[src/rtl/core/tcsf_pkg.sv]
// ----------------------------------------------------------------------------
// tcsf_pkg
// Shared types and codes for the threshold crossing sample filter: the
// opcode, threshold kind and reason codes, and the structs that travel
// along the chain of rule cells.
// ----------------------------------------------------------------------------
package tcsf_pkg;

  // width of the resource key: object, instance, resource from high to low
  localparam int unsigned KeyBits  = 48;
  localparam int unsigned SlotBits = 2;

  typedef enum logic [1:0] {
    OP_SAMPLE    = 2'd0,
    OP_WRITE_KEY = 2'd1,
    OP_WRITE_THR = 2'd2,
    OP_NOP       = 2'd3
  } opcode_e;

  typedef enum logic [1:0] {
    KIND_GT   = 2'd0,
    KIND_LT   = 2'd1,
    KIND_ST   = 2'd2,
    KIND_NONE = 2'd3
  } kind_e;

  typedef enum logic [3:0] {
    REASON_ACK       = 4'd0,
    REASON_NO_ENTRY  = 4'd1,
    REASON_NO_THR    = 4'd2,
    REASON_GT_CROSS  = 4'd3,
    REASON_LT_CROSS  = 4'd4,
    REASON_ST_FIRST  = 4'd5,
    REASON_STEP      = 4'd6,
    REASON_ABOVE     = 4'd7,
    REASON_BELOW     = 4'd8,
    REASON_STEP_SMALL = 4'd9,
    REASON_NONE      = 4'd10
  } reason_e;

  // command fields of one input transaction, minus the sample value
  typedef struct packed {
    opcode_e               opcode;
    logic [SlotBits-1:0]   slot;
    logic [KeyBits-1:0]    key;
    logic                  key_en;
    kind_e                 kind;
    logic                  thr_en;
  } item_t;

  // result carried along the chain; done marks a result already settled
  typedef struct packed {
    logic                  done;
    logic                  keep;
    reason_e               reason;
    logic                  matched;
    logic [SlotBits-1:0]   slot;
  } result_t;

endpackage

[src/rtl/core/threshold_crossing_sample_filter_top.sv]
// ----------------------------------------------------------------------------
// threshold_crossing_sample_filter_top
// Resource-keyed sample filter: a chain of rule cells, one per slot, that
// keeps samples crossing gt/lt, stepping by st or more, or with no threshold.
// ----------------------------------------------------------------------------
//  channel   direction  tuser     tdata (lowest bit first)
//  s_axis    in         opcode    entry_slot, object_id, instance_id,
//                                 resource_id, key_enable, threshold_kind,
//                                 threshold_enable, value_fixed, zero pad
//  m_axis    out        -         keep, reason, matched, matched_slot
//
//  a transaction enters cell 0 and moves one cell per cycle while the chain
//  advances; the result leaves from the last cell's register
//  one transaction per cycle is sustained while not stalled, each cell
//  updating its slot as it passes, so later transactions see earlier updates
//  a stalled output freezes the whole chain; s_axis_tready follows it
//  reset empties all slots, switches thresholds off and clears history
// ----------------------------------------------------------------------------
module threshold_crossing_sample_filter_top #(
  parameter int ENTRIES     = 4,
  parameter int SAMPLE_BITS = 32
) (
  input  logic        clk_i,
  input  logic        rst_ni,
  input  logic        s_axis_tvalid_i,
  output logic        s_axis_tready_o,
  // entry_slot[1:0], object_id[17:2], instance_id[33:18], resource_id[49:34],
  // key_enable[50], threshold_kind[52:51], threshold_enable[53],
  // value_fixed[85:54], zero[87:86]
  input  logic [87:0] s_axis_tdata_i,
  // opcode[1:0]
  input  logic [1:0]  s_axis_tuser_i,
  output logic        m_axis_tvalid_o,
  input  logic        m_axis_tready_i,
  // keep[0], reason[4:1], matched[5], matched_slot[7:6]
  output logic [7:0]  m_axis_tdata_o
);
  import tcsf_pkg::*;

  localparam int WideBits = ((SAMPLE_BITS > 32) ? SAMPLE_BITS : 32) + 1;
  localparam logic signed [WideBits-1:0] SatHi =
    WideBits'((65'sd1 <<< (SAMPLE_BITS - 1)) - 65'sd1);
  localparam logic signed [WideBits-1:0] SatLo = -SatHi - WideBits'(1);

  logic                          advance;
  logic                          valid_s  [ENTRIES+1];
  item_t                         item_s   [ENTRIES+1];
  logic signed [SAMPLE_BITS-1:0] value_s  [ENTRIES+1];
  result_t                       result_s [ENTRIES+1];
  logic signed [WideBits-1:0]    value_wide;
  item_t                         item_in;
  logic signed [SAMPLE_BITS-1:0] value_in;
  result_t                       result_in;
  result_t                       result_out;

  // chain moves whenever the output register is free or being drained
  assign advance         = !m_axis_tvalid_o || m_axis_tready_i;
  assign s_axis_tready_o = advance;

  // unpack the incoming transaction
  always_comb begin
    item_in.opcode = opcode_e'(s_axis_tuser_i);
    item_in.slot   = s_axis_tdata_i[1:0];
    item_in.key    = {s_axis_tdata_i[17:2], s_axis_tdata_i[33:18], s_axis_tdata_i[49:34]};
    item_in.key_en = s_axis_tdata_i[50];
    item_in.kind   = kind_e'(s_axis_tdata_i[52:51]);
    item_in.thr_en = s_axis_tdata_i[53];
  end

  // sign-extend the Q16.16 value and saturate to the sample width
  always_comb begin
    value_wide = WideBits'($signed(s_axis_tdata_i[85:54]));
    if (value_wide > SatHi) begin
      value_wide = SatHi;
    end else if (value_wide < SatLo) begin
      value_wide = SatLo;
    end
    value_in = value_wide[SAMPLE_BITS-1:0];
  end

  // writes and the unused opcode are acknowledged at once; samples start out unmatched
  always_comb begin
    result_in.done    = (item_in.opcode != OP_SAMPLE);
    result_in.keep    = 1'b0;
    result_in.reason  = (item_in.opcode != OP_SAMPLE) ? REASON_ACK : REASON_NO_ENTRY;
    result_in.matched = 1'b0;
    result_in.slot    = '0;
  end

  // head of the chain
  assign valid_s[0]  = s_axis_tvalid_i;
  assign item_s[0]   = item_in;
  assign value_s[0]  = value_in;
  assign result_s[0] = result_in;

  // chain of rule cells, lowest slot first
  for (genvar g = 0; g < ENTRIES; g++) begin : g_cell
    tcsf_cell #(
      .Idx        (g),
      .SampleBits (SAMPLE_BITS)
    ) u_cell (
      .clk_i     (clk_i),
      .rst_ni    (rst_ni),
      .advance_i (advance),
      .valid_i   (valid_s[g]),
      .item_i    (item_s[g]),
      .value_i   (value_s[g]),
      .result_i  (result_s[g]),
      .valid_o   (valid_s[g+1]),
      .item_o    (item_s[g+1]),
      .value_o   (value_s[g+1]),
      .result_o  (result_s[g+1])
    );
  end

  // the last cell's register is the output register
  assign result_out      = result_s[ENTRIES];
  assign m_axis_tvalid_o = valid_s[ENTRIES];
  assign m_axis_tdata_o  = {result_out.slot, result_out.matched, result_out.reason,
                            result_out.keep};

`ifndef SYNTHESIS
  // a write or unknown opcode never keeps or matches
  assert property (@(posedge clk_i) disable iff (!rst_ni)
    (m_axis_tvalid_o && (result_out.reason == REASON_ACK))
      |-> (!result_out.keep && !result_out.matched))
    else $error("write acknowledge carries keep or match");

  // an unmatched result reports slot zero and is dropped
  assert property (@(posedge clk_i) disable iff (!rst_ni)
    (m_axis_tvalid_o && !result_out.matched)
      |-> ((result_out.slot == '0) && !result_out.keep))
    else $error("unmatched result with slot or keep set");

  // a kept sample always names a keeping reason
  assert property (@(posedge clk_i) disable iff (!rst_ni)
    (m_axis_tvalid_o && result_out.keep)
      |-> ((result_out.reason == REASON_NO_THR) || (result_out.reason == REASON_GT_CROSS) ||
           (result_out.reason == REASON_LT_CROSS) || (result_out.reason == REASON_ST_FIRST) ||
           (result_out.reason == REASON_STEP)))
    else $error("kept sample with a drop reason");

  // each result leaving the chain is settled by a cell or at entry, or reports no entry
  assert property (@(posedge clk_i) disable iff (!rst_ni)
    m_axis_tvalid_o |-> (result_out.done || (result_out.reason == REASON_NO_ENTRY)))
    else $error("unsettled result other than no entry");
`endif

endmodule

[src/rtl/core/tcsf_cell.sv]
// ----------------------------------------------------------------------------
// tcsf_cell
// One rule slot of the filter chain. Holds the slot key, thresholds and
// sample history, applies writes aimed at its slot, claims the first
// unsettled sample whose key it matches, and registers the transaction
// on to the next cell.
// ----------------------------------------------------------------------------
module tcsf_cell #(
  parameter int Idx        = 0,
  parameter int SampleBits = 32
) (
  input  logic                          clk_i,
  input  logic                          rst_ni,
  input  logic                          advance_i,
  input  logic                          valid_i,
  input  tcsf_pkg::item_t               item_i,
  input  logic signed [SampleBits-1:0]  value_i,
  input  tcsf_pkg::result_t             result_i,
  output logic                          valid_o,
  output tcsf_pkg::item_t               item_o,
  output logic signed [SampleBits-1:0]  value_o,
  output tcsf_pkg::result_t             result_o
);
  import tcsf_pkg::*;

  // slot state
  logic [KeyBits-1:0]           key_q;
  logic                         used_q;
  logic signed [SampleBits-1:0] level_q [3];
  logic [2:0]                   on_q;
  logic signed [SampleBits-1:0] prev_q;
  logic                         prev_valid_q;
  logic signed [SampleBits-1:0] kept_q;
  logic                         kept_valid_q;

  // stage register toward the next cell
  logic                         valid_q;
  item_t                        item_q;
  logic signed [SampleBits-1:0] value_q;
  result_t                      result_q;

  logic                         slot_sel;
  logic                         hit;
  logic                         any_on;
  logic                         trigger;
  logic                         drop_set;
  reason_e                      reason;
  logic signed [SampleBits:0]   diff;
  logic [SampleBits:0]          mag;
  logic                         step_ok;
  result_t                      result_d;

  // slot select and sample match
  always_comb begin
    slot_sel = valid_i && (32'(item_i.slot) == 32'(Idx));
    hit      = valid_i && (item_i.opcode == OP_SAMPLE) && !result_i.done &&
               used_q && (key_q == item_i.key);
    any_on   = |on_q;
  end

  // distance from the last kept sample, one bit wider so it never wraps
  always_comb begin
    diff    = {value_i[SampleBits-1], value_i} - {kept_q[SampleBits-1], kept_q};
    mag     = diff[SampleBits] ? (SampleBits+1)'(0) - diff : diff;
    step_ok = $signed({1'b0, mag}) >=
              $signed({{2{level_q[KIND_ST][SampleBits-1]}}, level_q[KIND_ST]});
  end

  // crossing and step rules; the first drop reason in gt, lt, st order wins
  always_comb begin
    trigger  = 1'b0;
    drop_set = 1'b0;
    reason   = REASON_NONE;
    if (on_q[KIND_GT] && (value_i > level_q[KIND_GT])) begin
      if (!prev_valid_q || (prev_q <= level_q[KIND_GT])) begin
        trigger = 1'b1;
        reason  = REASON_GT_CROSS;
      end else begin
        drop_set = 1'b1;
        reason   = REASON_ABOVE;
      end
    end
    if (!trigger && on_q[KIND_LT] && (value_i < level_q[KIND_LT])) begin
      if (!prev_valid_q || (prev_q >= level_q[KIND_LT])) begin
        trigger = 1'b1;
        reason  = REASON_LT_CROSS;
      end else if (!drop_set) begin
        drop_set = 1'b1;
        reason   = REASON_BELOW;
      end
    end
    if (!trigger && on_q[KIND_ST]) begin
      if (!kept_valid_q) begin
        trigger = 1'b1;
        reason  = REASON_ST_FIRST;
      end else if (step_ok) begin
        trigger = 1'b1;
        reason  = REASON_STEP;
      end else if (!drop_set) begin
        drop_set = 1'b1;
        reason   = REASON_STEP_SMALL;
      end
    end
  end

  // settle the result when this slot claims the sample
  always_comb begin
    result_d = result_i;
    if (hit) begin
      result_d.done    = 1'b1;
      result_d.matched = 1'b1;
      result_d.slot    = SlotBits'(Idx);
      if (!any_on) begin
        result_d.keep   = 1'b1;
        result_d.reason = REASON_NO_THR;
      end else begin
        result_d.keep   = trigger;
        result_d.reason = reason;
      end
    end
  end

  // slot state updates from writes and claimed samples
  always_ff @(posedge clk_i or negedge rst_ni) begin
    if (!rst_ni) begin
      key_q        <= '0;
      used_q       <= 1'b0;
      level_q      <= '{default: '0};
      on_q         <= '0;
      prev_q       <= '0;
      prev_valid_q <= 1'b0;
      kept_q       <= '0;
      kept_valid_q <= 1'b0;
    end else if (advance_i) begin
      if (slot_sel && (item_i.opcode == OP_WRITE_KEY)) begin
        if (item_i.key_en) begin
          if (key_q != item_i.key) begin
            prev_valid_q <= 1'b0;
            kept_valid_q <= 1'b0;
          end
          key_q  <= item_i.key;
          used_q <= 1'b1;
        end else begin
          used_q <= 1'b0;
        end
      end
      if (slot_sel && (item_i.opcode == OP_WRITE_THR) && (item_i.kind != KIND_NONE)) begin
        for (int k = 0; k < 3; k++) begin
          if (item_i.kind == kind_e'(k)) begin
            if (item_i.thr_en) begin
              level_q[k] <= value_i;
              on_q[k]    <= 1'b1;
            end else begin
              on_q[k]      <= 1'b0;
              prev_valid_q <= 1'b0;
              kept_valid_q <= 1'b0;
            end
          end
        end
      end
      if (hit && any_on) begin
        prev_q       <= value_i;
        prev_valid_q <= 1'b1;
        if (trigger) begin
          kept_q       <= value_i;
          kept_valid_q <= 1'b1;
        end
      end
    end
  end

  // stage valid
  always_ff @(posedge clk_i or negedge rst_ni) begin
    if (!rst_ni) begin
      valid_q <= 1'b0;
    end else if (advance_i) begin
      valid_q <= valid_i;
    end
  end

  // stage payload
  always_ff @(posedge clk_i) begin
    if (advance_i) begin
      item_q   <= item_i;
      value_q  <= value_i;
      result_q <= result_d;
    end
  end

  assign valid_o  = valid_q;
  assign item_o   = item_q;
  assign value_o  = value_q;
  assign result_o = result_q;

endmodule

[config.mk]
export PLATFORM = sky130hd
export DESIGN_NAME = threshold_crossing_sample_filter_top
export DESIGN_NICKNAME = d
export VERILOG_FILES = /design/src/rtl/core/tcsf_pkg.sv /design/src/rtl/core/threshold_crossing_sample_filter_top.sv /design/src/rtl/core/tcsf_cell.sv
export SDC_FILE = /design/constraint.sdc
export NUM_CORES = 2
export LEC_CHECK = 0
export BUFFER_PORTS_ARGS = -buffer_cell sky130_fd_sc_hd__buf_2
export CORE_ASPECT_RATIO = 0.75
export CORE_UTILIZATION = 58
export DETAILED_ROUTE_END_ITERATION = 7
export GPL_TIMING_DRIVEN = 0
export PLACE_DENSITY_LB_ADDON = 0.3
export SYNTH_ARGS = -nofsm -noshare
export SYNTH_HDL_FRONTEND = slang
export SYNTH_SLANG_ARGS = --single-unit
[constraint.sdc]
create_clock -name clk_i -period 10 [get_ports clk_i]
set_input_delay 1 -clock clk_i [delete_from_list [all_inputs] [get_ports clk_i]]
set_output_delay 1 -clock clk_i [all_outputs]
set_load 0.05 [all_outputs]
# Word level (Yosys, flattened, before mapping)
# Index checks and enable logic that the tools add are counted.
# word_totals
regBits	1159
out_inout_bits	10
input_bits	94
elab_cells	484
# classes
n_addsub	8
eq_ne	31
reduce_logical	132
order_cmp	22
n_mux	199
# ops
operator	count
equality test 48 bit	4
!= test 48 bit	4
2-to-1 mux 1 bit	149
greater-or-equal comparator 34 x 32 -> 1 bit	4
2-to-1 mux 33 bit	4
subtractor 1 x 33 -> 33 bit, first input constant	4
subtractor 32 x 32 -> 33 bit	4
greater-or-equal comparator 32 bit	4
> comparator 32 bit	4
<= comparator 32 bit	4
< comparator 32 bit	4
2-to-1 mux 4 bit	32
2-to-1 mux 32 bit	2
AND reduction 3 bit	20
logical AND 1 bit	52
AND reduction 4 bit	12
> comparator 32 bit, second input constant	1
< comparator 32 bit, second input constant	1
2-to-1 mux 8 bit	3
equality test 2 bit, second input constant	10
2-to-1 mux 5 bit	4
equality test 2 x 1 -> 1 bit, second input constant	9
logical NOT 2 bit	9
logical NOT 1 bit	17
other kinds (7)	31

# Depth between registers and ports, before layout
# logic_depth
depth_word	16
depth_mapped	29
ltp_nobuf	27

# Cells and area by module
# From an unflattened synthesis, not the netlist that was laid out.
# unflattened
hier_cells	6734
hier_area_um2	74246.2
# modules_own_cells
mod	area_each_um2	seq_area_each_um2	cells_each	instances
tcsf_cell at g_cell[1].u_cell	18642.9	8293.0	1691	1
tcsf_cell at g_cell[3].u_cell	18510.3	8293.0	1657	1
tcsf_cell at g_cell[2].u_cell	18505.2	8293.0	1659	1
tcsf_cell at g_cell[0].u_cell	18447.7	8293.0	1691	1
threshold_crossing_sample_filter_top	140.1	0.0	36	1

# Least setup slack after synthesis
# Ideal clock, no wire load.
# synth_timing
path_type	input to output
from	input port m_axis_tready_i
to	output port s_axis_tready_o
cell_stages	3
required_time_ns	9.000
arrival_ns	9.736
setup_slack_ns	-0.736
cell_sequence	nor2b_1 -> clkinv_1 -> clkbuf_1
# synth_via
elab_chain_len	1
# synth_rtl
element	line_no	text
from (decl)	threshold_crossing_sample_filter_top.sv:34	input logic m_axis_tready_i,
logical OR 1 bit	threshold_crossing_sample_filter_top.sv:57	assign advance = !m_axis_tvalid_o || m_axis_tready_i;
to (decl)	threshold_crossing_sample_filter_top.sv:26	output logic s_axis_tready_o,
# No other way between the ends.

# Final worst setup path
# layout_timing
from	input port s_axis_tdata_i[54]
to	register g_cell[0].u_cell.kept_q[17]
# layout_via
elab_chain_len	14
elab_cells_between_ends	23
# layout_rtl
element	line_no	text
from (decl)	threshold_crossing_sample_filter_top.sv:30	input logic [87:0] s_axis_tdata_i,
< comparator 32 bit	threshold_crossing_sample_filter_top.sv:75	end else if (value_wide < SatLo) begin
2-to-1 mux 32 bit	threshold_crossing_sample_filter_top.sv:75	
2-to-1 mux 32 bit (*)	threshold_crossing_sample_filter_top.sv:73	if (value_wide > SatHi) begin
branches (longest 11 deep; another with greater-or-equal comparator 34 x 32 -> 1 bit)	-	
to (signal assigned)	tcsf_cell.sv:165	kept_q <= value_i;
to (decl)	tcsf_cell.sv:33	logic signed [SampleBits-1:0] kept_q;
# Mark *: on every way between the ends.
# A chain may end at the register's enable or synchronous reset.

==> metrics.cfg <==
[timing]
worst_pin_slew_ns=1.165
maxSlewHeadroom_pct=20.31
finalCritPeriodShare_pct=86.45
hold_viol=0
fmax_mhz=115.7
rsz0062_at_grt=false
setup_violations=0
layout_min_cycle_time_ns=8.645
skew_ns=0.05190
drv_slew=0
whs_ns=0.1448

[global_route]
grt_pass1_wl_mm=292.7
antenna_found_initial=15
grt_overflow_total=0
grt_max_degree=118
grt_pass1_vias=50870
grtUsageTotal_pct=30.49

[layout]
fin_util_pct=64.39
area_growth_syn_to_layout_pct=9.744
nNetsFinal=7457
fill_cells=9402
multi_input_area_um2=37220
layout.cells.non_filler=8330
ff_latch_area_um2=30410
drive_above_1_share_pct=17.87

[place]
io_buffers=101
gp_routability_congestion=0.9305
placed_cells=8098
dpl.hpwl_mm=142.9

[clock_tree]
cts_tree=yes
h-tree-depth=3
ctsHoldBuffers=0
cts_setup_buffers=0
cts-resized-gates=0
root_buffer=clkbuf_16
clk_pin_slew_worst_paths_ns=0.06
cts_sinks=1156
worstSkewPairLatency_ns=0.77
cts_made_buffers=115
ctsLongestPathBuffers=3

[drt]
routedWlPerCell_um=22.33
drc=0
drt-initial-drc-count=4040
wl_met3_mm=13.85
first_pass_iters=7
vias=50850
top_layer=met5
wl_mm=186.0
met1_length_mm=85.60
wl_met2_mm=81.47
drt-vias-per-instance=6.105
ant_nets=0

[critical_path]
cp_max_fo=10
rrSetupSlack_ns=1.43
worstPathRequired_ns=10.61
cp-end-kind=flip-flop
r2r-start=g_cell[0].u_cell.value_o[0]$_DFFE_PN_
r2r_cells=25
cp.arrival_ns=9.26
cp-start-kind=input pin
rr_endpoint=g_cell[1].u_cell.result_o[7]$_DFFE_PN_
crit_type=input pin to flip-flop

[synthesis]
synth_cell_types=98
synthCells=6362
synth.yosys.warnings=0
ys_ff_latch=1156
yosysSeqAreaShare_pct=43.09
synth_edf_count=296
avgSynthCellArea_um2=11.09
synthArstFlopShare_pct=74.39
syn-num-nets=7228
syn_area_um2=70580
synth_flop_cell=dfrtp_1

[floorplanning]
die_area_um2=123100
die_y_um=304.1
rows=110
coreArea_um2=120300
ios=104
start_util_pct=58.67
die_w_um=404.8

[hold_path]
hp-class=input pin to async pin

[run]
drv_cap=0

[pwr]
power.leakage_uw=0.03568
ir_drop_mv=0.1721
p_per_area_nw_per_um2=235.2

[run_status]
status=complete, no violations

[critical path, stage by stage]
cell and delay [ns]:
buf_2 0.16, inv_1 0.23, ha_1 0.23, inv_1 0.07, fa_1 0.41, a211o_1 0.34
a221oi_2 0.46, a211oi_1 0.32, o221a_2 0.38, or2_2 0.34, a21oi_1 0.14, o21ai_0 0.22
a21oi_1 0.32, clkbuf_1 0.48, clkbuf_1 0.44, o31ai_1 0.17, xnor2_1 0.16, ha_1 0.29
nand4_1 0.14, nor4_1 0.73, o41ai_1 0.29, nand4_1 0.26, a211oi_1 0.14, o211ai_1 0.13
o211ai_1 0.23, a21oi_2 0.45, buf_4 0.31, mux2_2 0.36
[placed cells by master, fill, tap and decap left out, types with 72 or more instances in the layout]
| cell | count |
|---|---|
| dfrtp_1 | 860 |
| mux2_2 | 818 |
| ha_1 | 768 |
| inv_1 | 581 |
| a21oi_1 | 310 |
| edfxtp_1 | 296 |
| nand2_1 | 283 |
| a21o_1 | 275 |
| nor2_1 | 222 |
| xor2_1 | 220 |
| o21ai_0 | 217 |
| xnor2_1 | 187 |
| nand4_1 | 171 |
| clkbuf_1 | 160 |
| clkbuf_16 | 116 |
| buf_2 | 106 |
| nand3_1 | 72 |
[layout make-up]
cell class / count / share of cell area (%)
Clock buffer: 154 / 4.100
Antenna cell: 13 / 0.04200
Timing Repair Buffer: 112 / 1.057
Buffer: 176 / 0.9935
Clock inverter: 65 / 1.044
Sequential cell: 1156 / 39.26
Inverter: 582 / 2.821
Multi-Input combinational cell: 4448 / 48.06
Tap cell: 1624 / 2.624
[logic make-up (layout without fill, tap and decap cells)]
family / Yosys count / in the layout / share of synthesized area (%)
buffers and inverters: 758 / 1089 / 4.172
flip-flops: 1156 / 1156 / 43.09
adder cells (fa/ha/maj): 772 / 772 / 13.73
XOR/XNOR: 407 / 407 / 5.051
AND/OR/NAND/NOR: 1195 / 1195 / 8.886
AO/OA/AOI/OAI: 1233 / 1233 / 11.69
multiplexers: 841 / 841 / 13.39
other: 0 / 13 / 0
[cells in the mapped netlist, types with 27 or more instances]
cell / n / share of area [%]
or2_2: 27 / 0.24
nand4_1: 171 / 1.5
and3_1: 45 / 0.40
a21oi_1: 310 / 2.2
o31ai_1: 29 / 0.31
nor3_1: 63 / 0.45
o21ai_0: 217 / 1.5
nand2b_1: 39 / 0.35
nor4_1: 66 / 0.59
inv_1: 581 / 3.1
o21a_1: 62 / 0.66
ha_1: 768 / 14
nand3_1: 72 / 0.51
a31oi_1: 42 / 0.37
xnor2_1: 187 / 2.3
or3_1: 36 / 0.32
nor2_1: 222 / 1.2
nand2_1: 283 / 1.5
a21o_1: 275 / 2.9
mux2_2: 818 / 13
o211ai_1: 38 / 0.40
xor2_1: 220 / 2.7
nor2b_1: 52 / 0.46
clkbuf_1: 136 / 0.72
edfxtp_1: 296 / 13
a211oi_1: 31 / 0.33
dfrtp_1: 860 / 30
[state kept, by name, indices dropped and copies added (netlist names)]
register	cells
g_cell.u_cell.kept_q	128
g_cell.u_cell.key_q	192
g_cell.u_cell.level_q	384
g_cell.u_cell.valid_o	4
g_cell.u_cell.used_q	4
g_cell.u_cell.item_o	168
g_cell.u_cell.result_o	32
g_cell.u_cell.prev_valid_q	4
g_cell.u_cell.value_o	96
g_cell.u_cell.on_q	12
g_cell.u_cell.kept_valid_q	4
g_cell.u_cell.prev_q	128
[worst max path at each step]
stage / from / to / cells after the start
floorplan: s_axis_tdata_i[54] / g_cell[0].u_cell.kept_q[10]$_DFFE_PN0P_ / 26
global placement: rst_ni / g_cell[1].u_cell.kept_q[17]$_DFFE_PN0P_ / 1
detailed placement: s_axis_tdata_i[54] / g_cell[0].u_cell.kept_q[19]$_DFFE_PN0P_ / 29
CTS: s_axis_tdata_i[54] / g_cell[0].u_cell.kept_q[17]$_DFFE_PN0P_ / 29
global route: s_axis_tdata_i[54] / g_cell[0].u_cell.kept_q[17]$_DFFE_PN0P_ / 29
finish: s_axis_tdata_i[54] / g_cell[0].u_cell.kept_q[17]$_DFFE_PN0P_ / 28
[per-layer routing]
layer  global-route usage, %  up-vias
li1                        -    23690
met1                   44.63    25300
met2                   46.24     1538
met3                   5.834      315
met4                   8.210        8
met5                       0        -
[per-stage QoR]
step           setup WS [ns]  instance area, um2  total power, uW  TNS [ns]
4_1_cts                1.588               77420            18190         0
6_report               1.355               77450            18220         0
2_1_floorplan          3.156               70580            11510         0
5_1_grt               0.9489               77430            19380         0
3_3_place_gp          -11.23               73110            13360  -9520.41
3_5_place_dp          0.8239               73440            13590         0
[where the power goes]
part	internal (uW)	switching, uW
Clock	2550	2000
Combinational	2890	3840
Sequential	5890	1050
No activity file was read; power rests on OpenSTA's default activity.
